<file path="config.mk">
export PLATFORM = sky130hd
export DESIGN_NAME = jtm_cfg_regs
export DESIGN_NICKNAME = d
export VERILOG_FILES = /design/src/design/jtm_pkg.sv /design/src/design/jtm_cfg_regs.sv
export SDC_FILE = /design/constraint.sdc
export NUM_CORES = 1
export LEC_CHECK = 0
export BUFFER_PORTS_ARGS = -buffer_cell sky130_fd_sc_hd__buf_4
export CORE_ASPECT_RATIO = 1.75
export CORE_MARGIN = 2
export CORE_UTILIZATION = 50
export CTS_BUF_LIST = sky130_fd_sc_hd__clkbuf_4 sky130_fd_sc_hd__clkbuf_8 sky130_fd_sc_hd__clkbuf_16
export DETAILED_ROUTE_END_ITERATION = 10
export GPL_ROUTABILITY_DRIVEN = 1
export PLACE_DENSITY = 0.91
export SYNTH_ARGS = -nofsm -noshare
export SYNTH_HDL_FRONTEND = slang
export SYNTH_SLANG_ARGS = --single-unit
</file>
<file path="constraint.sdc">
create_clock -name i_clk -period 3 [get_ports i_clk]
set_input_delay 0.3 -clock i_clk [delete_from_list [all_inputs] [get_ports i_clk]]
set_output_delay 0.3 -clock i_clk [all_outputs]
set_load 0.02 [all_outputs]
</file>
<file path="src/design/jtm_pkg.sv">
// ============================================================================
// jtm_pkg : joystick thruster mapper shared types and constants
// field widths, event codes, register map and the divide-by-33000 reciprocal
// ============================================================================
package jtm_pkg;

    // field widths
    localparam int GAIN_W     = 8;
    localparam int CMD_W      = 16;
    localparam int LIFT_W     = 15;
    localparam int LEVEL_W    = 14;
    localparam int THRUST_W   = 8;
    localparam int TYPE_W     = 2;
    localparam int NUM_W      = 8;
    localparam int PROD_W     = GAIN_W + CMD_W;

    // config port
    localparam int APB_DATA_W = 32;
    localparam int NUM_REGS   = 8;
    localparam int REG_IDX_W  = $clog2(NUM_REGS);
    localparam int ADDR_W     = REG_IDX_W + 2;

    // register indexes
    localparam logic [REG_IDX_W-1:0] REG_ENABLE       = 3'd0;
    localparam logic [REG_IDX_W-1:0] REG_FORWARD_GAIN = 3'd1;
    localparam logic [REG_IDX_W-1:0] REG_PITCH_GAIN   = 3'd2;
    localparam logic [REG_IDX_W-1:0] REG_ROLL_GAIN    = 3'd3;
    localparam logic [REG_IDX_W-1:0] REG_YAW_GAIN     = 3'd4;
    localparam logic [REG_IDX_W-1:0] REG_LIFT_GAIN    = 3'd5;
    localparam logic [REG_IDX_W-1:0] REG_RISE_LEVEL   = 3'd6;
    localparam logic [REG_IDX_W-1:0] REG_SINK_LEVEL   = 3'd7;

    // gain clamp and level reset values
    localparam logic signed [GAIN_W-1:0]  GAIN_MAX   = 8'sd100;
    localparam logic signed [GAIN_W-1:0]  GAIN_MIN   = -8'sd100;
    localparam logic [LEVEL_W-1:0]        RISE_RESET = 14'd10000;
    localparam logic signed [LEVEL_W-1:0] SINK_RESET = -14'sd5000;

    // event type codes
    localparam logic [TYPE_W-1:0] REQ_BUTTON = 2'd0;
    localparam logic [TYPE_W-1:0] REQ_AXIS   = 2'd1;

    // button numbers
    localparam logic [NUM_W-1:0] BTN_RISE = 8'd1;
    localparam logic [NUM_W-1:0] BTN_SINK = 8'd2;
    localparam logic [NUM_W-1:0] BTN_ROLL = 8'd3;

    // axis assignment
    localparam logic [NUM_W-1:0] FORWARD_AXIS = 8'd2;
    localparam logic [NUM_W-1:0] PITCH_AXIS   = 8'd1;
    localparam logic [NUM_W-1:0] TURN_AXIS    = 8'd0;
    localparam logic             ROLL_INVERT  = 1'b0;

    // truncating divide by 33000 as multiply by rounded-up reciprocal
    // |gain*cmd| <= 100*32768 < 2**22, error term * 2**22 < 2**38
    localparam int      THRUST_DIV  = 33000;
    localparam int      ABS_W       = 22;
    localparam int      RECIP_SHIFT = 38;
    localparam int      RECIP_W     = 23;
    localparam int      QUOT_W      = 7;
    localparam longint  RECIP_VAL   = ((64'sd1 <<< RECIP_SHIFT) + THRUST_DIV - 1) / THRUST_DIV;
    localparam logic [RECIP_W-1:0] RECIP_MUL = RECIP_W'(RECIP_VAL);

    typedef struct packed {
        logic [TYPE_W-1:0]       req_type;
        logic [NUM_W-1:0]        event_number;
        logic signed [CMD_W-1:0] event_value;
    } t_in_item;

    typedef struct packed {
        logic signed [THRUST_W-1:0] forward_thrust;
        logic signed [THRUST_W-1:0] pitch_thrust;
        logic signed [THRUST_W-1:0] yaw_thrust;
        logic signed [THRUST_W-1:0] roll_thrust;
        logic signed [THRUST_W-1:0] lift_thrust;
        logic                       unmapped_button;
    } t_out_item;

    typedef struct packed {
        logic                       enable;
        logic signed [GAIN_W-1:0]   forward_gain;
        logic signed [GAIN_W-1:0]   pitch_gain;
        logic signed [GAIN_W-1:0]   roll_gain;
        logic signed [GAIN_W-1:0]   yaw_gain;
        logic signed [GAIN_W-1:0]   lift_gain;
        logic [LEVEL_W-1:0]         rise_level;
        logic signed [LEVEL_W-1:0]  sink_level;
    } t_cfg;

    // middle stage: raw gain*cmd products plus finished lift and flag
    typedef struct packed {
        logic signed [PROD_W-1:0]   forward_prod;
        logic signed [PROD_W-1:0]   pitch_prod;
        logic signed [PROD_W-1:0]   yaw_prod;
        logic signed [PROD_W-1:0]   roll_prod;
        logic signed [THRUST_W-1:0] lift_thrust;
        logic                       unmapped_button;
    } t_mid;

endpackage

</file>
<file path="src/design/jtm_cfg_regs.sv">
// ============================================================================
// jtm_cfg_regs : configuration register file
// apb-style write and read of enable, gains and lift levels
// ============================================================================
module jtm_cfg_regs (
    input  logic                                i_clk,
    input  logic                                i_rst_n,
    input  logic                                psel,
    input  logic                                penable,
    input  logic                                pwrite,
    input  logic [jtm_pkg::ADDR_W-1:0]          paddr,
    input  logic [jtm_pkg::APB_DATA_W-1:0]      pwdata,
    output logic [jtm_pkg::APB_DATA_W-1:0]      prdata,
    output jtm_pkg::t_cfg                       o_cfg
);
    import jtm_pkg::*;

    logic                      r_enable;
    logic signed [GAIN_W-1:0]  r_forward_gain;
    logic signed [GAIN_W-1:0]  r_pitch_gain;
    logic signed [GAIN_W-1:0]  r_roll_gain;
    logic signed [GAIN_W-1:0]  r_yaw_gain;
    logic signed [GAIN_W-1:0]  r_lift_gain;
    logic [LEVEL_W-1:0]        r_rise_level;
    logic signed [LEVEL_W-1:0] r_sink_level;

    logic                      wr_en;
    logic [REG_IDX_W-1:0]      reg_idx;
    logic signed [GAIN_W-1:0]  wr_gain;

    // clamp to +-100
    function automatic logic signed [GAIN_W-1:0] sat_gain(
        input logic [GAIN_W-1:0] raw
    );
        logic signed [GAIN_W-1:0] g;
        g = $signed(raw);
        if (g > GAIN_MAX) begin
            sat_gain = GAIN_MAX;
        end else if (g < GAIN_MIN) begin
            sat_gain = GAIN_MIN;
        end else begin
            sat_gain = g;
        end
    endfunction

    assign wr_en   = psel && penable && pwrite;
    assign reg_idx = paddr[ADDR_W-1:2];
    assign wr_gain = sat_gain(pwdata[GAIN_W-1:0]);

    always_ff @(posedge i_clk) begin
        if (!i_rst_n) begin
            r_enable       <= 1'b1;
            r_forward_gain <= '0;
            r_pitch_gain   <= '0;
            r_roll_gain    <= '0;
            r_yaw_gain     <= '0;
            r_lift_gain    <= '0;
            r_rise_level   <= RISE_RESET;
            r_sink_level   <= SINK_RESET;
        end else if (wr_en) begin
            unique case (reg_idx)
                REG_ENABLE:       r_enable       <= pwdata[0];
                REG_FORWARD_GAIN: r_forward_gain <= wr_gain;
                REG_PITCH_GAIN:   r_pitch_gain   <= wr_gain;
                REG_ROLL_GAIN:    r_roll_gain    <= wr_gain;
                REG_YAW_GAIN:     r_yaw_gain     <= wr_gain;
                REG_LIFT_GAIN:    r_lift_gain    <= wr_gain;
                REG_RISE_LEVEL:   r_rise_level   <= pwdata[LEVEL_W-1:0];
                REG_SINK_LEVEL:   r_sink_level   <= $signed(pwdata[LEVEL_W-1:0]);
                default:          r_enable       <= r_enable;
            endcase
        end
    end

    always_comb begin
        unique case (reg_idx)
            REG_ENABLE:       prdata = APB_DATA_W'(r_enable);
            REG_FORWARD_GAIN: prdata = APB_DATA_W'(r_forward_gain);
            REG_PITCH_GAIN:   prdata = APB_DATA_W'(r_pitch_gain);
            REG_ROLL_GAIN:    prdata = APB_DATA_W'(r_roll_gain);
            REG_YAW_GAIN:     prdata = APB_DATA_W'(r_yaw_gain);
            REG_LIFT_GAIN:    prdata = APB_DATA_W'(r_lift_gain);
            REG_RISE_LEVEL:   prdata = APB_DATA_W'(r_rise_level);
            REG_SINK_LEVEL:   prdata = APB_DATA_W'(r_sink_level);
            default:          prdata = '0;
        endcase
    end

    assign o_cfg.enable       = r_enable;
    assign o_cfg.forward_gain = r_forward_gain;
    assign o_cfg.pitch_gain   = r_pitch_gain;
    assign o_cfg.roll_gain    = r_roll_gain;
    assign o_cfg.yaw_gain     = r_yaw_gain;
    assign o_cfg.lift_gain    = r_lift_gain;
    assign o_cfg.rise_level   = r_rise_level;
    assign o_cfg.sink_level   = r_sink_level;

    // forward and lift gains always stay clamped
    a_gain_range: assert property (@(posedge i_clk) disable iff (!i_rst_n)
        r_forward_gain <= GAIN_MAX && r_forward_gain >= GAIN_MIN &&
        r_lift_gain <= GAIN_MAX && r_lift_gain >= GAIN_MIN)
        else $error("gain register out of clamp range");

endmodule

</file>
---- Word level (Yosys, flattened, before mapping) ----
Index checks and enable logic that the tools add are counted.
word-level totals
  bits of input ports ..................... 42
  register bits after elaboration ......... 69
  word-level logic and storage cells ...... 31
  output and inout bits ................... 101
operators by class
  muxes and demuxes ....................... 3
  reductions and logical operators ........ 11
  magnitude comparators ................... 2
  equality and inequality tests ........... 7
operator list
  kind                count
  $pmux 32 s8         1
  $mux 8              2
  $reduce_and 2->1    8
  $eq 3x3->1 const B  4
  $gt 8x8->1 const B  1
  $lt 8x8->1 const B  1
  $eq 3x2->1 const B  2
  $eq 3x1->1 const B  1
  $logic_not 3->1     1
  $logic_and 1x1->1   2

---- Logic depth before layout (Yosys ltp) ----
  depth in word-level cells ............... 3
  gate-level depth with buffers ........... 7
  depth with buffers taken out ............ 7

---- Least setup slack after synthesis ----
Ideal clock, no wire load.
  path type ............................... in2out
  start point ............................. input port paddr[3] (netlist name)
  end point ............................... output port prdata[15] (netlist name)
  stages .................................. 6
  path buffers ............................ 2
  setup slack ............................. 970 ps
  data arrival time ....................... 1730 ps
  required time ........................... 2700 ps
  path through ............................ buf_2 > and2b_1 > a22oi_2 > o22ai_2 > a21o_1 > buf_4
on the way
  word-level cells in the longest chain between the ends .. 2
  elaborated cells on any way between the ends .. 9
  classes of those cells .................. eq/ne: 7; mux: 1; reduce/logical: 1
RTL lines
  item                                      RTL line            source
  start, declared                           jtm_cfg_regs.sv:11  input logic [jtm_pkg::ADDR_W-1:0] paddr,
  $eq 3x3->1, or another cell as far along  jtm_cfg_regs.sv:76  unique case (reg_idx)
  $pmux 32 s8 (*)                           jtm_cfg_regs.sv:76
  end, declared                             jtm_cfg_regs.sv:13  output logic [jtm_pkg::APB_DATA_W-1:0] prdata,
Mark *: on every way between the ends. The rest lies on a longest branch, timed or not.

---- Final worst setup path ----
Same ends and word-level chain as after synthesis.

==> results.tsv <==
metric	value	unit
grt_max_degree	55	
num_rows	38	
path_class	input pin to output pin	
avgRoutedWirePerCell	17.75	um
finalSetupTns	0	ns
core-area	6228	um^2
slew_viol_final	0	
power.leakage	1.859	nW
setup_viol	0	
vias	3398	
max_slew_margin	50.33	%
ys_ff_latch	69	
powerDensity	472.8	nW/um^2
synth_area	3223	um^2
final_nets	533	
top_layer_used	met4	
fin_area	4253	um^2
numClockSinks	69	
drcViolationCount	0	
cts_hold_buf	0	
routed_wl	10.21	mm
critical_path_required	2.70	ns
insertion_delay	0.35	ns
fin_crit_sh	81.69	%
first_pass_iters	6	
drt_iter0_drc	288	
dpl-instance-area	4023	um^2
outcome	finished clean	
viasPerCell	5.910	
io_pins	143	
max_freq	408.1	MHz
syn2layout_area_growth	31.95	%
dieWidth	64.69	um
yosys.area_share.simple	20.34	%
die-area	7129	um^2
peakVddDrop	0.3294	mV
max_cap_violations	0	
first_global_vias	3048	
rsz0062_at_grt	false	
min_period	2.451	ns
synth.avg_cell_area	8.119	um^2
crit_arrival	2.15	ns
cp-end-kind	output pin	
wl_met1	3.718	mm
cp_max_fo	29	
overflow	0	
h-tree-depth	3	
place_ws	0.5990	ns
post-cts-setup-buffers	0	
io_buffers	122	
synthXorXnorAreaFrac	0	%
synth_top_family_by_area	compound AO/OA/AOI/OAI gates	
dp_hpwl	7.417	mm
antenna_found_initial	0	
ctsResizeCount	0	
dr_wl_met2	5.503	mm
grt_pass1_wl	15.71	mm
worstHoldPathType	input pin to flop	
synth-edff-count	0	
cts_inserted_buffers	9	
tightest_slew	0.7384	ns
cts_tree	built	
synth_compound_area_share	21.16	%
chipHeight	110.2	um
syn_inst	397	
synthArstFlopShare	0	%
root_buffer	clkbuf_8	
finalClockSkew	0	ns
diodes	0	
synth.distinct_cells	43	
gp_congestion	0.8913	
wl_met3	674	um
ys_warn_count	0	
synthAdderAreaFrac	0.3882	%
grt_use_total	29.10	%
drive_gt1_share	32.12	%
syn_nets	440	
clkSlewWorstSetupHoldPaths	0.07	ns
synthFlopType	dfxtp_1	
setup_ws	0.5493	ns
ys_seq_area_share	42.86	%
muxShareOfSynthArea	6.095	%
antenna_left	0	
cts_buffer_depth	2	
start_kind	input pin	
start_util	51.75	%
finalHoldViolCount	0	
-- cell families after synthesis --
logic type	Yosys count
and+or+nand+nor	152
AOI/OAI and AO/OA	106
DFF	69
buffers and inverters	53
muxes	16
adders and majority gates	1
-- registers in the layout, indices dropped and copies added (netlist names) --
register	flops
r_enable	1
r_forward_gain	8
r_lift_gain	8
r_pitch_gain	8
r_rise_level	14
r_roll_gain	8
r_sink_level	14
r_yaw_gain	8
-- critical path, stage by stage --
cell and delay [ns]:
buf_4 0.30, and2b_1 0.28, a22oi_2 0.11, o22ai_2 0.40, a21o_1 0.49, buf_4 0.25
-- cell type report --
type,count,area (um^2)
inverter,5,18.77
multi-input combinational,275,1546
clock buffer,14,192.7
clock inverter,2,37.54
sequential,69,1381
fill,498,1976
tap,80,100.1
timing repair buffer,130,975.9
-- synth_stat cells, drive strengths merged, types with 4 or more instances --
cell | count | area share, %
a221o | 9 | 2.8
a22oi | 4 | 1.1
a211oi | 7 | 1.6
buf | 39 | 7.5
inv | 5 | 0.58
mux2 | 6 | 2.2
o22ai | 27 | 5.4
a21oi | 30 | 4.7
o21ai | 18 | 2.8
nand2 | 99 | 12
clkbuf | 9 | 1.0
nand3 | 16 | 2.5
dfxtp | 69 | 43
mux2i | 8 | 2.5
nor2 | 16 | 1.9
nand2b | 4 | 0.78
nor3 | 6 | 1.4
-- layout by cell type (no fill, tap or decap), types with 2 or more instances in the layout --
master and n:
buf_4 130, nand2_1 99, dfxtp_1 69, a21oi_1 30
o22ai_1 26, o21ai_0 18, nand3_1 16, nor2_1 16
clkbuf_8 14, a221o_1 9, mux2i_1 8, a211oi_1 7
mux2_2 5, inv_1 5, nand2b_1 4, a22oi_1 3
nor3_2 3, nor3_1 3, nor4_1 2, mux4_2 2
a21o_1 2, or2_1 2, a21boi_0 2
-- per-stage QoR --
| step | hold WS [ns] | instances | util (%) | power (W) |
|---|---|---|---|---|
| 6_report | 0.1663 | 575 | 68.28 | 0.002011 |
| 5_1_grt | 0.1765 | 575 | 68.28 | 0.002075 |
| 4_1_cts | 0.1597 | 575 | 68.28 | 0.002015 |
| 3_5_place_dp | 0.4638 | 559 | 64.58 | 0.001188 |
| 3_3_place_gp | 0.4592 | 559 | 64.58 | 0.001181 |
| 2_1_floorplan | 0.4240 | 397 | - | 0.001104 |
-- path summary, 6_finish.rpt --
kind / start / end / slack (ns) / cells past startpoint
setup / recovery: paddr[3] / prdata[15] / 0.55 / 6
hold / removal: pwdata[8] / r_rise_level[8] / 0.17 / 3
setup reg to reg: r_forward_gain[2] / r_forward_gain[2] / 2.19 / 2
hold reg to reg: r_rise_level[7] / r_rise_level[7] / 0.47 / 2
-- power by group --
group | switching, W | internal [W]
Combinational | 0.000150 | 0.0000874
Clock | 0.000343 | 0.000498
Sequential | 0.00000823 | 0.000925
Total | 0.000501 | 0.00151
-- metal layers --
| layer | up-vias | track usage [%] |
|---|---|---|
| li1 | 1565 | - |
| met1 | 1612 | 32.52 |
| met2 | 193 | 52.38 |
| met3 | 28 | 6.091 |
| met4 | 0 | 13.53 |
| met5 | - | 0 |
Power figures use the tool's default switching activity.
