===== config.mk =====
export PLATFORM = sky130hd
export DESIGN_NAME = jtm_cmd_update
export DESIGN_NICKNAME = d
export VERILOG_FILES = /design/src/design/jtm_pkg.sv /design/src/design/jtm_cmd_update.sv
export SDC_FILE = /design/constraint.sdc
export NUM_CORES = 2
export LEC_CHECK = 0
export BUFFER_PORTS_ARGS = -buffer_cell sky130_fd_sc_hd__buf_2
export CAP_MARGIN = 20
export CORE_ASPECT_RATIO = 1.1
export CORE_MARGIN = 1.5
export CORE_UTILIZATION = 42
export CTS_CLUSTER_SIZE = 28
export DETAILED_ROUTE_END_ITERATION = 7
export PLACE_DENSITY_LB_ADDON = 0.08
export SLEW_MARGIN = 20
export SYNTH_ARGS = -nofsm -noshare
export SYNTH_HDL_FRONTEND = slang
export SYNTH_SLANG_ARGS = --single-unit

===== constraint.sdc =====
create_clock -name i_clk -period 9.5 [get_ports i_clk]
set_clock_uncertainty 0.1 [all_clocks]
set_input_delay 0.475 -clock i_clk [delete_from_list [all_inputs] [get_ports i_clk]]
set_output_delay 0.475 -clock i_clk [all_outputs]
set_load 0.01 [all_outputs]

===== src/design/jtm_pkg.sv =====
// ============================================================================
// jtm_pkg : joystick thruster mapper shared types and constants
// field widths, event codes, register map and the divide-by-33000 reciprocal
// ============================================================================
package jtm_pkg;

    // field widths
    localparam int GAIN_W     = 8;
    localparam int CMD_W      = 16;
    localparam int LIFT_W     = 15;
    localparam int LEVEL_W    = 14;
    localparam int THRUST_W   = 8;
    localparam int TYPE_W     = 2;
    localparam int NUM_W      = 8;
    localparam int PROD_W     = GAIN_W + CMD_W;

    // config port
    localparam int APB_DATA_W = 32;
    localparam int NUM_REGS   = 8;
    localparam int REG_IDX_W  = $clog2(NUM_REGS);
    localparam int ADDR_W     = REG_IDX_W + 2;

    // register indexes
    localparam logic [REG_IDX_W-1:0] REG_ENABLE       = 3'd0;
    localparam logic [REG_IDX_W-1:0] REG_FORWARD_GAIN = 3'd1;
    localparam logic [REG_IDX_W-1:0] REG_PITCH_GAIN   = 3'd2;
    localparam logic [REG_IDX_W-1:0] REG_ROLL_GAIN    = 3'd3;
    localparam logic [REG_IDX_W-1:0] REG_YAW_GAIN     = 3'd4;
    localparam logic [REG_IDX_W-1:0] REG_LIFT_GAIN    = 3'd5;
    localparam logic [REG_IDX_W-1:0] REG_RISE_LEVEL   = 3'd6;
    localparam logic [REG_IDX_W-1:0] REG_SINK_LEVEL   = 3'd7;

    // gain clamp and level reset values
    localparam logic signed [GAIN_W-1:0]  GAIN_MAX   = 8'sd100;
    localparam logic signed [GAIN_W-1:0]  GAIN_MIN   = -8'sd100;
    localparam logic [LEVEL_W-1:0]        RISE_RESET = 14'd10000;
    localparam logic signed [LEVEL_W-1:0] SINK_RESET = -14'sd5000;

    // event type codes
    localparam logic [TYPE_W-1:0] REQ_BUTTON = 2'd0;
    localparam logic [TYPE_W-1:0] REQ_AXIS   = 2'd1;

    // button numbers
    localparam logic [NUM_W-1:0] BTN_RISE = 8'd1;
    localparam logic [NUM_W-1:0] BTN_SINK = 8'd2;
    localparam logic [NUM_W-1:0] BTN_ROLL = 8'd3;

    // axis assignment
    localparam logic [NUM_W-1:0] FORWARD_AXIS = 8'd2;
    localparam logic [NUM_W-1:0] PITCH_AXIS   = 8'd1;
    localparam logic [NUM_W-1:0] TURN_AXIS    = 8'd0;
    localparam logic             ROLL_INVERT  = 1'b0;

    // truncating divide by 33000 as multiply by rounded-up reciprocal
    // |gain*cmd| <= 100*32768 < 2**22, error term * 2**22 < 2**38
    localparam int      THRUST_DIV  = 33000;
    localparam int      ABS_W       = 22;
    localparam int      RECIP_SHIFT = 38;
    localparam int      RECIP_W     = 23;
    localparam int      QUOT_W      = 7;
    localparam longint  RECIP_VAL   = ((64'sd1 <<< RECIP_SHIFT) + THRUST_DIV - 1) / THRUST_DIV;
    localparam logic [RECIP_W-1:0] RECIP_MUL = RECIP_W'(RECIP_VAL);

    typedef struct packed {
        logic [TYPE_W-1:0]       req_type;
        logic [NUM_W-1:0]        event_number;
        logic signed [CMD_W-1:0] event_value;
    } t_in_item;

    typedef struct packed {
        logic signed [THRUST_W-1:0] forward_thrust;
        logic signed [THRUST_W-1:0] pitch_thrust;
        logic signed [THRUST_W-1:0] yaw_thrust;
        logic signed [THRUST_W-1:0] roll_thrust;
        logic signed [THRUST_W-1:0] lift_thrust;
        logic                       unmapped_button;
    } t_out_item;

    typedef struct packed {
        logic                       enable;
        logic signed [GAIN_W-1:0]   forward_gain;
        logic signed [GAIN_W-1:0]   pitch_gain;
        logic signed [GAIN_W-1:0]   roll_gain;
        logic signed [GAIN_W-1:0]   yaw_gain;
        logic signed [GAIN_W-1:0]   lift_gain;
        logic [LEVEL_W-1:0]         rise_level;
        logic signed [LEVEL_W-1:0]  sink_level;
    } t_cfg;

    // middle stage: raw gain*cmd products plus finished lift and flag
    typedef struct packed {
        logic signed [PROD_W-1:0]   forward_prod;
        logic signed [PROD_W-1:0]   pitch_prod;
        logic signed [PROD_W-1:0]   yaw_prod;
        logic signed [PROD_W-1:0]   roll_prod;
        logic signed [THRUST_W-1:0] lift_thrust;
        logic                       unmapped_button;
    } t_mid;

endpackage


===== src/design/jtm_cmd_update.sv =====
// ============================================================================
// jtm_cmd_update : latched axis commands and event decode
// applies one event to the command state and forms gain*cmd products
// ============================================================================
module jtm_cmd_update (
    input  logic               i_clk,
    input  logic               i_rst_n,
    input  logic               i_step,
    input  jtm_pkg::t_in_item  i_item,
    input  jtm_pkg::t_cfg      i_cfg,
    output jtm_pkg::t_mid      o_mid
);
    import jtm_pkg::*;

    logic signed [CMD_W-1:0]  r_forward_cmd, n_forward_cmd;
    logic signed [CMD_W-1:0]  r_pitch_cmd,   n_pitch_cmd;
    logic signed [CMD_W-1:0]  r_roll_cmd,    n_roll_cmd;
    logic signed [CMD_W-1:0]  r_yaw_cmd,     n_yaw_cmd;
    logic signed [LIFT_W-1:0] r_lift_cmd,    n_lift_cmd;
    logic                     r_roll_mode,   n_roll_mode;

    logic                     down;
    logic                     unmapped;
    logic signed [LIFT_W-1:0] rise_ext;
    logic signed [LIFT_W-1:0] sink_ext;

    assign down     = (i_item.event_value == 16'sd1);
    assign rise_ext = $signed({1'b0, i_cfg.rise_level});
    assign sink_ext = LIFT_W'($signed(i_cfg.sink_level));

    always_comb begin
        n_forward_cmd = r_forward_cmd;
        n_pitch_cmd   = r_pitch_cmd;
        n_roll_cmd    = r_roll_cmd;
        n_yaw_cmd     = r_yaw_cmd;
        n_lift_cmd    = r_lift_cmd;
        n_roll_mode   = r_roll_mode;
        unmapped      = 1'b0;
        unique case (i_item.req_type)
            REQ_BUTTON: begin
                unique case (i_item.event_number)
                    BTN_RISE: n_lift_cmd  = down ? rise_ext : '0;
                    BTN_SINK: n_lift_cmd  = down ? sink_ext : '0;
                    BTN_ROLL: n_roll_mode = down;
                    default:  unmapped    = down;
                endcase
            end
            REQ_AXIS: begin
                // shared axis numbers: turn wins, then pitch, then forward
                priority if (i_item.event_number == TURN_AXIS) begin
                    if (r_roll_mode != ROLL_INVERT) begin
                        n_roll_cmd = i_item.event_value;
                        n_yaw_cmd  = '0;
                    end else begin
                        n_roll_cmd = '0;
                        n_yaw_cmd  = i_item.event_value;
                    end
                end else if (i_item.event_number == PITCH_AXIS) begin
                    n_pitch_cmd = i_item.event_value;
                end else if (i_item.event_number == FORWARD_AXIS) begin
                    n_forward_cmd = i_item.event_value;
                end else begin
                    n_forward_cmd = r_forward_cmd;
                end
            end
            default: unmapped = 1'b0;
        endcase
    end

    always_ff @(posedge i_clk) begin
        if (!i_rst_n) begin
            r_forward_cmd <= '0;
            r_pitch_cmd   <= '0;
            r_roll_cmd    <= '0;
            r_yaw_cmd     <= '0;
            r_lift_cmd    <= '0;
            r_roll_mode   <= 1'b0;
        end else if (i_step) begin
            r_forward_cmd <= n_forward_cmd;
            r_pitch_cmd   <= n_pitch_cmd;
            r_roll_cmd    <= n_roll_cmd;
            r_yaw_cmd     <= n_yaw_cmd;
            r_lift_cmd    <= n_lift_cmd;
            r_roll_mode   <= n_roll_mode;
        end
    end

    // products from the updated commands
    always_comb begin
        o_mid.forward_prod = PROD_W'($signed(i_cfg.forward_gain)) * PROD_W'(n_forward_cmd);
        o_mid.pitch_prod   = PROD_W'($signed(i_cfg.pitch_gain)) * PROD_W'(n_pitch_cmd);
        o_mid.yaw_prod     = PROD_W'($signed(i_cfg.yaw_gain)) * PROD_W'(n_yaw_cmd);
        o_mid.roll_prod    = PROD_W'($signed(i_cfg.roll_gain)) * PROD_W'(n_roll_cmd);
        // rise match takes precedence when both levels are equal
        if (n_lift_cmd == rise_ext) begin
            o_mid.lift_thrust = i_cfg.lift_gain;
        end else if (n_lift_cmd == sink_ext) begin
            o_mid.lift_thrust = -$signed(i_cfg.lift_gain);
        end else begin
            o_mid.lift_thrust = '0;
        end
        o_mid.unmapped_button = unmapped;
    end

    // turn axis only ever drives one of roll and yaw
    a_roll_yaw_excl: assert property (@(posedge i_clk) disable iff (!i_rst_n)
        (r_roll_cmd != '0) |-> (r_yaw_cmd == '0))
        else $error("roll and yaw commands both nonzero");

endmodule


# == After elaboration in Yosys (flattened, before gate mapping) ==
# Cells that the tools add are included.
# word_totals
word_cells,43
output_inout_bits,105
reg_bits,80
in_bits,98
# op_classes
eq_ne,7
n_mux,21
add_sub_neg,1
mul,4
n_reduce_logical,4
# ops
operator,count
$mux 16,13
$mul 8x16->24,4
$mux 15,2
$pmux 15 s2,1
$eq 16x2->1 const B,1
$eq 8x2->1 const B,2
$mux 8,2
$eq 15x14->1,1
$eq 15x15->1,1
$mux 14,1
$eq 8x1->1 const B,1
$logic_not 8->1,1
$neg 8->8,1
$reduce_and 3->1,1
$reduce_or 3->1,1
$eq 2x1->1 const B,1
$logic_not 2->1,1
$mux 1,2

# == Logic depth before layout (Yosys ltp) ==
# logic_depth
ltp_word,7
ltp_mapped,27
mapped_depth_nobuf,25

# == Worst setup path before layout ==
# Ideal clock, no wire load.
# synth_path
path_kind,in2out
from,in i_item[23] (netlist name)
to,out o_mid[32] (netlist name)
n_path_buf,2
arrival_ns,6.575
required_ns,8.925
path_stages,26
setup_slack_ns,2.350
path_cell_list,nor4_1 nand2_1 nor3b_1 and2_0 clkbuf_1 clkbuf_1 nand3_1 nand2_1 nand2_1 fa_1 inv_1 fa_1 fa_1 inv_1 fa_1 inv_1 ha_1 a21o_1 a21oi_1 a2bb2oi_1 a211oi_1 a41o_1 o41ai_1 o21bai_1 a21oi_1 xnor2_1
# synth_lines
item,line,source
start: declaration,jtm_cmd_update.sv:9,"input jtm_pkg::t_in_item i_item,"
end: declaration,jtm_cmd_update.sv:11,output jtm_pkg::t_mid o_mid

==> flow_metrics.py <==
metrics = {
    "route": {
        "drtIter0Drc": 1000,
        "ant_nets": 0,
        "via_per_inst": 5.08,
        "drtPass1Iterations": 5,
        "vias": 18200,
        "drc": 0,
        "routed_wirelength_um": 58200,
        "wl_per_cell_um": 16.2,
    },
    "synth": {
        "synth-seq-cells": 80,
        "yosysUniqueCellTypes": 72,
        "syn_area_um2": 23100,
        "async_flop_share": 0,
        "synth_edf_count": 0,
        "yosys-top-cells-area": "fa_1 36%, ha_1 9.8%, inv_1 9.2%, nor2b_1 8.0%, dfxtp_1 6.9%",
        "postSynthCellCount": 2682,
        "synth_top_area_frac": 0.357,
        "syn_nets": 3373,
        "synthFlopType": "dfxtp_1",
        "seq_area_frac_synth": 0.0693,
        "synth_top_area_cell": "fa_1",
        "syn_area_per_cell_um2": 8.62,
        "ys_warn_count": 0,
    },
    "worst_setup_path": {
        "worst-r2r-setup-slack_ns": 7.53,
        "crit_path_end_kind": "output port",
        "startpoint": "i_item[23]",
        "worstReg2RegEnd": "r_roll_cmd[0]",
        "crit_end": "o_mid[80]",
        "critPathKind": "in -> out",
        "critPathMaxFanout": 10,
        "crit_required_ns": 8.93,
        "arrival_ns": 7.86,
        "cp-start-kind": "input port",
        "reg2regPathDepth": 5,
        "r2r-start": "r_roll_mode",
    },
    "floorplanning": {
        "dieArea_um2": 56500,
        "core-area_um2": 54600,
        "dieWidth_um": 227,
        "die_y_um": 249,
        "num_rows": 90,
        "initial_core_util": 0.423,
        "io_pins": 203,
    },
    "placement": {
        "place_hpwl_um": 47200,
        "routabilityCongestion": 0.877,
        "dpl.cell_count": 3571,
        "io_buffers": 201,
    },
    "cells_and_area": {
        "final_common_cell": "inv_1",
        "layout_common_cells": "568 x inv_1, 412 x fa_1, 297 x nor2b_1",
        "fin_cells": 3586,
        "area_growth_pct": 9.28,
        "antenna_cells": 0,
        "nets": 3537,
        "final_layout_size_suffix_gt1_frac": 0.0972,
    },
    "global_route": {
        "overflow": 0,
        "grt_antenna_before_repair": 2,
        "grt_pass1_wl_um": 98200,
        "grt_pass1_vias": 19300,
        "track_usage": 0.215,
        "grt_max_degree": 81,
    },
    "sta": {
        "post-route-period-util": 0.887,
        "slew_headroom": 0.295,
        "hold_violations": 0,
        "setup_tns_ns": 0,
        "rsz0062_at_grt": "no",
        "worst_pin_slew_ns": 1.03,
        "setup_viol": 0,
        "layout_min_cycle_time_ns": 8.43,
        "holdWs_ns": 0.378,
        "clock.fmax_mhz": 119,
        "finalMaxSlewViolations": 0,
    },
    "outcome": {
        "status": "completed",
    },
    "cts": {
        "cts.sinks": 80,
        "cts_hold_buf": 0,
        "clk_pin_slew_ns": 0.06,
        "htree_levels": 3,
        "insertion_delay_ns": 0.35,
        "cts_max_path_buffers": 2,
        "post_cts_buffers": 0,
        "ctsResizeCount": 0,
        "cts_tree": "built",
        "ctsRootBufferMaster": "clkbuf_16",
        "cts_buffers": 9,
    },
    "pwr": {
        "p_total_w": 0.00289,
        "ir_drop_v": 0.000113,
        "p_per_area_nw_per_um2": 114,
        "p_leak_nw": 12.9,
    },
    "run": {
        "cap_viol_max_count": 0,
    },
    "hold_path": {
        "min_path_type": "reg -> reg",
    },
}
how the worst min path moves through the flow:
stage,start,to,cells after the start
finish,r_pitch_cmd[3],r_pitch_cmd[3],1
global route,r_forward_cmd[1],r_forward_cmd[1],1
CTS,r_pitch_cmd[10],r_pitch_cmd[10],1
detailed placement,r_pitch_cmd[10],r_pitch_cmd[10],1
global placement,r_forward_cmd[10],r_forward_cmd[10],1
floorplan,r_forward_cmd[15],r_forward_cmd[15],2
registers in the layout (all words and copies together), names as in the netlist:
register and count:
r_roll_cmd 16, r_pitch_cmd 16, r_lift_cmd 15, r_roll_mode 1, r_yaw_cmd 16, r_forward_cmd 16
worst max-delay path, cell delays in order:
cell and delay, ns:
buf_2 0.10, nor4_1 0.57, nand2_1 0.33, nor3b_1 0.53, nand2_1 0.39, buf_4 0.32
mux2i_1 0.71, nand2b_1 0.22, fa_1 0.44, fa_1 0.51, inv_1 0.06, fa_1 0.53
inv_1 0.05, fa_1 0.47, inv_1 0.04, ha_1 0.32, and3_1 0.16, a21oi_1 0.05
a31oi_1 0.57, a21o_1 0.26, o21ba_2 0.17, nand2b_1 0.09, a31oi_1 0.18, xnor2_1 0.14
buf_2 0.15
cell families after synthesis:
group	synth area share
buffers and inverters	0.107
XOR/XNOR	0.0420
AND/OR/NAND/NOR	0.212
adder cells (fa/ha/maj)	0.455
flip-flops	0.0693
AO/OA/AOI/OAI	0.0986
multiplexers	0.0173
cells in the mapped netlist, types with 32 or more instances:
cell type	count
o21ai_0	32
ha_1	181
clkbuf_1	71
o211a_1	55
xnor2_1	82
inv_1	568
fa_1	412
nand2_1	203
mux2i_1	32
nand3_1	34
dfxtp_1	80
a21oi_1	88
nor2_1	63
and2_1	89
nor2b_1	297
nand2b_1	85
stage by stage:
stage          area (µm²)  worst slack, ns   util
3_3_place_gp        25000             1.11  0.458
5_1_grt             25300            0.477  0.463
2_1_floorplan       23100             2.35      -
4_1_cts             25300             1.05  0.463
3_5_place_dp        25000             1.06  0.458
6_report            25300             1.07  0.463
routing by layer:
layer,track usage,up-vias,wire (µm)
met3,0.0213,37,2200
met4,0.0267,4,522
met5,0,-,26
met2,0.384,324,29600
li1,-,8661,-
met1,0.286,9184,25900
report_power, final:
group          leakage (nW)  internal, W  switching (W)
Combinational          12.1     0.000966        0.00124
Clock                 0.128     0.000176       0.000149
Sequential            0.656     0.000350     0.00000750
Total                  12.9      0.00149        0.00139
layout make-up:
type / instances / area (µm²)
Multi-Input combinational cell: 1949 / 19100
Tap cell: 736 / 921
Fill cell: 5451 / 29300
Clock inverter: 6 / 42.5
Inverter: 569 / 2140
Sequential cell: 80 / 1600
Clock buffer: 9 / 225
Timing Repair Buffer: 237 / 1280
No activity file was read; power rests on OpenSTA's default activity.
