<file path="config.mk">
export PLATFORM = sky130hd
export DESIGN_NAME = jtm_thrust_div
export DESIGN_NICKNAME = d
export VERILOG_FILES = /design/src/design/jtm_pkg.sv /design/src/design/jtm_thrust_div.sv
export SDC_FILE = /design/constraint.sdc
export NUM_CORES = 1
export LEC_CHECK = 0
export BUFFER_PORTS_ARGS = -buffer_cell sky130_fd_sc_hd__buf_2
export CAP_MARGIN = 20
export CORE_AREA = 2 2 156 158
export DETAILED_ROUTE_END_ITERATION = 6
export DIE_AREA = 0 0 158 160
export GPL_TIMING_DRIVEN = 0
export SLEW_MARGIN = 5
export SYNTH_ARGS = -nofsm -noshare
export SYNTH_HDL_FRONTEND = slang
export SYNTH_SLANG_ARGS = --single-unit
</file>
<file path="constraint.sdc">
create_clock -name vclk -period 9.3
set_input_delay 0.465 -clock vclk [all_inputs]
set_output_delay 0.465 -clock vclk [all_outputs]
set_load 0.01 [all_outputs]
</file>
<file path="src/design/jtm_pkg.sv">
// ============================================================================
// jtm_pkg : joystick thruster mapper shared types and constants
// field widths, event codes, register map and the divide-by-33000 reciprocal
// ============================================================================
package jtm_pkg;

    // field widths
    localparam int GAIN_W     = 8;
    localparam int CMD_W      = 16;
    localparam int LIFT_W     = 15;
    localparam int LEVEL_W    = 14;
    localparam int THRUST_W   = 8;
    localparam int TYPE_W     = 2;
    localparam int NUM_W      = 8;
    localparam int PROD_W     = GAIN_W + CMD_W;

    // config port
    localparam int APB_DATA_W = 32;
    localparam int NUM_REGS   = 8;
    localparam int REG_IDX_W  = $clog2(NUM_REGS);
    localparam int ADDR_W     = REG_IDX_W + 2;

    // register indexes
    localparam logic [REG_IDX_W-1:0] REG_ENABLE       = 3'd0;
    localparam logic [REG_IDX_W-1:0] REG_FORWARD_GAIN = 3'd1;
    localparam logic [REG_IDX_W-1:0] REG_PITCH_GAIN   = 3'd2;
    localparam logic [REG_IDX_W-1:0] REG_ROLL_GAIN    = 3'd3;
    localparam logic [REG_IDX_W-1:0] REG_YAW_GAIN     = 3'd4;
    localparam logic [REG_IDX_W-1:0] REG_LIFT_GAIN    = 3'd5;
    localparam logic [REG_IDX_W-1:0] REG_RISE_LEVEL   = 3'd6;
    localparam logic [REG_IDX_W-1:0] REG_SINK_LEVEL   = 3'd7;

    // gain clamp and level reset values
    localparam logic signed [GAIN_W-1:0]  GAIN_MAX   = 8'sd100;
    localparam logic signed [GAIN_W-1:0]  GAIN_MIN   = -8'sd100;
    localparam logic [LEVEL_W-1:0]        RISE_RESET = 14'd10000;
    localparam logic signed [LEVEL_W-1:0] SINK_RESET = -14'sd5000;

    // event type codes
    localparam logic [TYPE_W-1:0] REQ_BUTTON = 2'd0;
    localparam logic [TYPE_W-1:0] REQ_AXIS   = 2'd1;

    // button numbers
    localparam logic [NUM_W-1:0] BTN_RISE = 8'd1;
    localparam logic [NUM_W-1:0] BTN_SINK = 8'd2;
    localparam logic [NUM_W-1:0] BTN_ROLL = 8'd3;

    // axis assignment
    localparam logic [NUM_W-1:0] FORWARD_AXIS = 8'd2;
    localparam logic [NUM_W-1:0] PITCH_AXIS   = 8'd1;
    localparam logic [NUM_W-1:0] TURN_AXIS    = 8'd0;
    localparam logic             ROLL_INVERT  = 1'b0;

    // truncating divide by 33000 as multiply by rounded-up reciprocal
    // |gain*cmd| <= 100*32768 < 2**22, error term * 2**22 < 2**38
    localparam int      THRUST_DIV  = 33000;
    localparam int      ABS_W       = 22;
    localparam int      RECIP_SHIFT = 38;
    localparam int      RECIP_W     = 23;
    localparam int      QUOT_W      = 7;
    localparam longint  RECIP_VAL   = ((64'sd1 <<< RECIP_SHIFT) + THRUST_DIV - 1) / THRUST_DIV;
    localparam logic [RECIP_W-1:0] RECIP_MUL = RECIP_W'(RECIP_VAL);

    typedef struct packed {
        logic [TYPE_W-1:0]       req_type;
        logic [NUM_W-1:0]        event_number;
        logic signed [CMD_W-1:0] event_value;
    } t_in_item;

    typedef struct packed {
        logic signed [THRUST_W-1:0] forward_thrust;
        logic signed [THRUST_W-1:0] pitch_thrust;
        logic signed [THRUST_W-1:0] yaw_thrust;
        logic signed [THRUST_W-1:0] roll_thrust;
        logic signed [THRUST_W-1:0] lift_thrust;
        logic                       unmapped_button;
    } t_out_item;

    typedef struct packed {
        logic                       enable;
        logic signed [GAIN_W-1:0]   forward_gain;
        logic signed [GAIN_W-1:0]   pitch_gain;
        logic signed [GAIN_W-1:0]   roll_gain;
        logic signed [GAIN_W-1:0]   yaw_gain;
        logic signed [GAIN_W-1:0]   lift_gain;
        logic [LEVEL_W-1:0]         rise_level;
        logic signed [LEVEL_W-1:0]  sink_level;
    } t_cfg;

    // middle stage: raw gain*cmd products plus finished lift and flag
    typedef struct packed {
        logic signed [PROD_W-1:0]   forward_prod;
        logic signed [PROD_W-1:0]   pitch_prod;
        logic signed [PROD_W-1:0]   yaw_prod;
        logic signed [PROD_W-1:0]   roll_prod;
        logic signed [THRUST_W-1:0] lift_thrust;
        logic                       unmapped_button;
    } t_mid;

endpackage

</file>
<file path="src/design/jtm_thrust_div.sv">
// ============================================================================
// jtm_thrust_div : one thrust channel divide
// signed product over 33000, truncated toward zero, by reciprocal multiply
// ============================================================================
module jtm_thrust_div (
    input  logic signed [jtm_pkg::PROD_W-1:0]   i_prod,
    output logic signed [jtm_pkg::THRUST_W-1:0] o_thrust
);
    import jtm_pkg::*;

    localparam int SCALED_W = ABS_W + RECIP_W;

    logic                  neg;
    logic [PROD_W-1:0]     mag_full;
    logic [ABS_W-1:0]      mag;
    logic [SCALED_W-1:0]   scaled;
    logic [QUOT_W-1:0]     quot;
    logic signed [THRUST_W-1:0] quot_s;

    always_comb begin
        neg      = i_prod[PROD_W-1];
        mag_full = neg ? PROD_W'(-i_prod) : PROD_W'(i_prod);
        mag      = mag_full[ABS_W-1:0];
        scaled   = SCALED_W'(mag) * SCALED_W'(RECIP_MUL);
        quot     = scaled[RECIP_SHIFT +: QUOT_W];
        quot_s   = $signed(THRUST_W'(quot));
        // restore sign: truncation toward zero
        o_thrust = neg ? -quot_s : quot_s;
    end

endmodule

</file>
# Word level (Yosys, flattened, before mapping)
# Index checks and enable logic that the tools add are counted.
[word_totals]
register_bits = 0
in_bits = 24
word_cells = 5
[classes]
add_sub_neg = 2
multipliers = 1
mux = 2
[op_table]
columns = ["operator", "count"]
rows = [
  ["$mul A22 B22 Y44 const B", 1],
  ["$mux W22", 1],
  ["$neg A22 Y22", 1],
  ["$mux W8", 1],
  ["$neg A7 Y8", 1],
]

# Logic depth before layout (Yosys ltp)
# Gate-level depths: netlist of the first run.
[logic_depth]
depth_word = 5
ltp_mapped = 34
ltp_nobuf = 34

# Worst setup path before layout of the first run
# OpenSTA, ideal clock, no wires.
[synth_timing]
path_type = "input to output"
from = "input i_prod[3] in the netlist's numbering"
to = "output o_thrust[4] in the netlist's numbering"
arrival_time_ps = 8264
required_time_ps = 8835
setup_slack_ps = 571
stages = 28
path_cell_list = "buf_6 or4_4 or4_4 nand2b_1 o31ai_1 xnor2_1 inv_1 fa_1 inv_1 fa_1 fa_1 fa_1 inv_1 fa_1 inv_1 ha_1 ha_1 ha_1 and2_1 and3_1 and3_1 a2111oi_0 nor3_1 inv_1 ha_1 inv_1 o31ai_1 xnor2_1"
[synth_via]
elab_chain_len = 5
[synth_rtl]
columns = ["item", "line_no", "text"]
rows = [
  ["from (decl)", "jtm_thrust_div.sv:6", "input logic signed [jtm_pkg::PROD_W-1:0] i_prod,"],
  ["$neg A22 Y22", "jtm_thrust_div.sv:22", "mag_full = neg ? PROD_W'(-i_prod) : PROD_W'(i_prod);"],
  ["$mux W22 (*)", "jtm_thrust_div.sv:22", ""],
  ["$mul A22 B22 Y44 (*)", "jtm_thrust_div.sv:24", "scaled = SCALED_W'(mag) * SCALED_W'(RECIP_MUL);"],
  ["$neg A7 Y8", "jtm_thrust_div.sv:28", "o_thrust = neg ? -quot_s : quot_s;"],
  ["$mux W8 (*)", "jtm_thrust_div.sv:28", ""],
  ["to (decl)", "jtm_thrust_div.sv:7", "output logic signed [jtm_pkg::THRUST_W-1:0] o_thrust"],
]
# Mark *: on every way between the ends. The rest lies on a longest branch, timed or not.

# Worst setup path after layout of the first run
[layout_timing]
from = "input i_prod[4] in the netlist's numbering"
to = "output o_thrust[7] in the netlist's numbering"
[layout_via]
elab_chain_len = 5
[layout_rtl]
columns = ["item", "line_no"]
rows = [
  ["$neg A22 Y22", "jtm_thrust_div.sv:22"],
  ["$mux W22 (*)", "jtm_thrust_div.sv:22"],
  ["$mul A22 B22 Y44 (*)", "jtm_thrust_div.sv:24"],
  ["$neg A7 Y8 (*)", "jtm_thrust_div.sv:28"],
  ["$mux W8 (*)", "jtm_thrust_div.sv:28"],
]
# Marked as above.

==> results of run 1 <==
-- path summary, 6_finish.rpt --
kind	startpoint	end	slack, ns	cells after the start
setup / recovery	i_prod[4]	o_thrust[7]	0.23	27
hold / removal	i_prod[21]	o_thrust[6]	2.20	8
-- kinds of logic (layout without fill, tap and decap cells) --
family,Yosys count,count (layout),share of synthesized area
adder cells (fa/ha/maj),398,398,0.6724
buffers and inverters,305,363,0.1253
AND/OR/NAND/NOR,116,116,0.06635
AO/OA/AOI/OAI,104,104,0.07566
XOR/XNOR,58,58,0.05920
multiplexers,1,1,0.001079
-- cell usage after synthesis (3+ instances only) --
master,n,area share
a21o_1,11,0.0089
nand2_1,28,0.011
inv_1,295,0.12
and3_1,4,0.0027
or2_2,7,0.0047
fa_1,168,0.36
clkbuf_1,4,0.0016
o21ai_0,19,0.010
nor3_1,5,0.0027
xor2_1,13,0.012
nor3b_1,3,0.0024
or3_1,4,0.0027
nand4_1,4,0.0027
nor4_1,4,0.0027
nand3_1,16,0.0086
ha_1,229,0.31
o31ai_1,8,0.0065
or4_4,3,0.0036
a21oi_1,30,0.016
xnor2_1,41,0.039
nand2b_1,5,0.0034
and4_1,4,0.0038
o211ai_1,4,0.0032
nor2_1,22,0.0089
-- worst max-delay path, cell delays in order --
cell and delay, ns:
buf_2 0.13, or4_4 0.53, or4_4 0.45, nor2_4 0.17
buf_4 0.13, inv_2 0.05, o41ai_4 0.45, xnor2_4 0.19
buf_4 0.17, ha_1 0.27, inv_1 0.05, fa_1 0.50
fa_1 0.52, inv_1 0.05, fa_1 0.51, fa_2 0.57
fa_1 0.46, ha_4 0.30, ha_4 0.20, a21o_1 0.19
or4_1 0.47, o211a_1 0.23, a311o_1 0.29, or3_1 0.37
a211o_1 0.31, o41a_1 0.41, buf_2 0.14
-- metrics by stage --
stage / hold WS (ns) / utilization
final: 2.203 / 0.4447
after global routing: 2.308 / 0.4447
after CTS: 2.184 / 0.4241
after detailed placement: 2.254 / 0.4156
after global placement: 2.266 / 0.4128
after floorplan: 1.688 / -
-- cells in the final DEF, fill, tap and decap left out, types with 5 or more instances in the layout --
| cell type | count |
|---|---|
| xor2_1 | 10 |
| ha_4 | 10 |
| xnor2_4 | 6 |
| inv_1 | 286 |
| buf_2 | 30 |
| a21oi_1 | 27 |
| inv_2 | 8 |
| nand2_1 | 27 |
| fa_1 | 166 |
| xnor2_1 | 32 |
| a21o_1 | 11 |
| or2_2 | 6 |
| ha_1 | 216 |
| o21ai_1 | 6 |
| nand3_1 | 15 |
| o31ai_1 | 5 |
| nor2_1 | 22 |
| buf_6 | 5 |
| buf_4 | 25 |
| o21ai_0 | 11 |
-- what timing repair did --
action / CTS / global route
setup endpoints to repair: 7 / 7
buffers inserted: 6 / 20
gates resized for setup: 33 / 58
pin swaps: 5 / 31
-- area by class of cell --
| class | instances | area, sq um |
|---|---|---|
| multi-input cells | 677 | 8622 |
| inverters | 298 | 1131 |
| fillers | 2337 | 13230 |
| plain buffers | 6 | 40.04 |
| repair buffers | 59 | 394.1 |
| well taps | 324 | 405.4 |
-- metal layers --
metal	GRT usage	up-vias	wire, um
li1	-	3224	-
met1	0.2526	3271	10110
met2	0.3057	72	11170
met3	0.004885	16	352
met4	0.02416	0	304
met5	0	-	0
==> results.md, run 1 <==
* Antenna violations before repair at 0
* Worst Setup End Kind: output port
* Synthesized area per cell at 9.448 sq um
* Grt total ovfl at 0
* Post-Syn Area at 9278 sq um
* Antenna viol nets, final at 0
* Status: complete, no violations
* TNS Setup at 0 ns
* IO Count at 32
* Setup CP Type: primary input to output port
* Proportion of layout cells with a drive suffix above 1 at 0.1433
* 1st-iter DRT viols at 217
* Fmax at 110.3 MHz
* Unique masters post-synth at 62
* Worst-Margin Slew at 0.7935 ns
* Register area at 0 sq um
* First-pass GRT wire length at 35.24 mm
* Final #Nets at 1,463
* Drt total wl at 21.93 mm
* Port bufs at 30
* CP arrival at 8.60 ns
* Final worst-path setup slack at 0.2326 ns
* Die area at 25,280 sq um
* Initial core utilization at 0.3895
* Hold_buf cts at 0
* Rel. slew slack at 0.4692
* Period minus WS final at 9.067 ns
* Die Height at 160 um
* DR pass1 iterations at 5
* # placed instances at 1,339
* Row count at 57
* Register area share after synthesis at 0
* Drt wl/cell at 16.08 um
* Final period util at 0.9750
* RePlAce Congestion at 0.8680
* Placement Cell Area at 9901 sq um
* Seq Cell Count at 0
* Post-route DRC at 0
* Hold Path Class: primary input to output port
* Post-DP HPWL at 19.46 mm
* Area grow syn2layout at 14.17%
* Pre-CTS WS at -0.6810 ns
* Syn_nets at 1,403
* Final std cells w/o fill at 1,364
* Data required time at the worst endpoint at 8.84 ns
* Vias per cell at 4.826
* Via count at 6,583
* Yosys Warn Count at 0
* CLK BUF at 0
* Post-Synthesis Cells at 982
* Core Region at 23,820 sq um
* Max Cap Viol at 0
* Final setup vio count at 0
* Vias in the first global route at 6,822
* Fin. Hold Viols at 0
* Critical Path Source Type: primary input
* Post-layout instance area at 10,590 sq um
* Die Width at 158 um
* Antenna cells at 0
* Largest net degree at the start of global routing at 11
* Max Slew Vio Count at 0
* Crit-path max FO at 7
* Total track usage at 0.1766
Power of run 1 is not shown: default switching activity piles up to over one toggle a cycle in this logic, so the estimate is an artifact.
==> run 2: changes to the inputs <==
--- a/config.mk
+++ b/config.mk
@@ -11,6 +11,7 @@
 export DETAILED_ROUTE_END_ITERATION = 6
 export DIE_AREA = 0 0 158 160
 export GPL_TIMING_DRIVEN = 0
+export REMOVE_ABC_BUFFERS = 1
 export SLEW_MARGIN = 5
 export SYNTH_ARGS = -nofsm -noshare
 export SYNTH_HDL_FRONTEND = slang
==> results.md, run 2 (same netlist as run 1, synthesis figures left out) <==
* Vias in the first global route at 6,912 (was 6,822)
* Hold Path Class: primary input to output port (unchanged)
* Antenna cells at 0 (unchanged)
* Max Slew Vio Count at 0 (unchanged)
* Via count at 6,640 (was 6,583)
* Antenna viol nets, final at 0 (unchanged)
* RePlAce Congestion at 0.8757 (was 0.8680)
* CP arrival at 8.57 ns (was 8.60 ns)
* Filler cells at 2,297 (was 2,337)
* Post-route DRC at 0 (unchanged)
* Initial core utilization at 0.3895 (unchanged)
* Total track usage at 0.1790 (was 0.1766)
* Max incr delay on CP at 0.59 ns (was 0.57 ns)
* TNS Setup at 0 ns (unchanged)
* Most frequent cells in the layout: inv_1 (284), ha_1 (201), fa_1 (164) (was inv_1 (286), ha_1 (216), fa_1 (166))
* Vias per cell at 4.864 (was 4.826)
* Drt wl/cell at 16.14 um (was 16.08 um)
* Final std cells w/o fill at 1,365 (was 1,364)
* Placement Cell Area at 9849 sq um (was 9901 sq um)
* Worst-Margin Slew at 0.7321 ns (was 0.7935 ns)
* Grt total ovfl at 0 (unchanged)
* CLK BUF at 0 (unchanged)
* Fmax at 110.6 MHz (was 110.3 MHz)
* First-pass GRT wire length at 35.82 mm (was 35.24 mm)
* Die area at 25,280 sq um (unchanged)
* 1st-iter DRT viols at 346 (was 217)
* Data required time at the worst endpoint at 8.84 ns (about the same)
* Seq Cell Count at 0 (unchanged)
* Slowest-stage cell, CP: fa_1 (was fa_2)
* Rel. slew slack at 0.5103 (was 0.4692)
* Largest net degree at the start of global routing at 31 (was 11)
* Core Region at 23,820 sq um (unchanged)
* Proportion of layout cells with a drive suffix above 1 at 0.1710 (was 0.1433)
* Status: complete, no violations (unchanged)
* # placed instances at 1,332 (was 1,339)
* Fin. Hold Viols at 0 (unchanged)
* Row count at 57 (unchanged)
* Antenna violations before repair at 0 (unchanged)
* Worst Setup End Kind: output port (unchanged)
* Final #Nets at 1,464 (was 1,463)
* Area grow syn2layout at 17.28% (was 14.17%)
* Max Cap Viol at 0 (unchanged)
* IO Count at 32 (unchanged)
* Hold_buf cts at 0 (unchanged)
* Commonest non-fill, non-tap cell in the layout: inv_1 (unchanged)
* Period minus WS final at 9.039 ns (was 9.067 ns)
* Largest delay share family, worst path: adder cells (unchanged)
* Register area at 0 sq um (unchanged)
* Die Width at 158 um (unchanged)
* Port bufs at 31 (was 30)
* WP buf/inv at 8 (was 7)
* Final period util at 0.9720 (was 0.9750)
* Post-layout instance area at 10,880 sq um (was 10,590 sq um)
* Drt total wl at 22.03 mm (was 21.93 mm)
* Setup CP Type: primary input to output port (unchanged)
* Post-DP HPWL at 18.96 mm (was 19.46 mm)
* DR pass1 iterations at 4 (was 5)
* Final setup vio count at 0 (unchanged)
* Crit-path max FO at 6 (was 7)
* Die Height at 160 um (unchanged)
* Critical Path Source Type: primary input (unchanged)
==> run 2: per-layer routing <==
layer	up-vias	GRT usage	wire, um	part of all wire
met4	0	0.02088	237	0.011
met3	14	0.004071	420	0.019
li1	3224	-	-	-
met1	3325	0.2640	10240	0.46
met2	77	0.3032	11130	0.51
met5	-	0	0	0
==> run 2: path summary, 6_finish.rpt <==
kind,cells after the start,start,to
hold / removal,4,i_prod[23],o_thrust[1]
setup / recovery,29,i_prod[4],o_thrust[6]
==> run 2: final cells by class <==
class                           count  area (sq um)  area share
Multi-Input combinational cell    677          8886      0.8167
Inverter                          298          1131      0.1040
Timing Repair Buffer               66         457.9     0.04209
Tap cell                          324         405.4     0.03726
==> run 2: metrics by stage <==
step	utilization	hold WS, ns	setup slack (ns)
final	0.4568	1.630	0.2607
after global routing	0.4568	1.697	-0.09181
after CTS	0.4277	1.635	0.002346
after detailed placement	0.4135	1.600	-0.8667
after global placement	0.4113	1.592	-0.9399
after floorplan	-	1.048	0.6871
==> run 2: what timing repair did <==
item / in CTS / in global routing
endpoints found under the setup margin: 8 / 7
pin swaps: 17 / 47
resized for setup: 45 / 77
buffers inserted: 12 / 21
Power of run 2 is left out for the same reason.
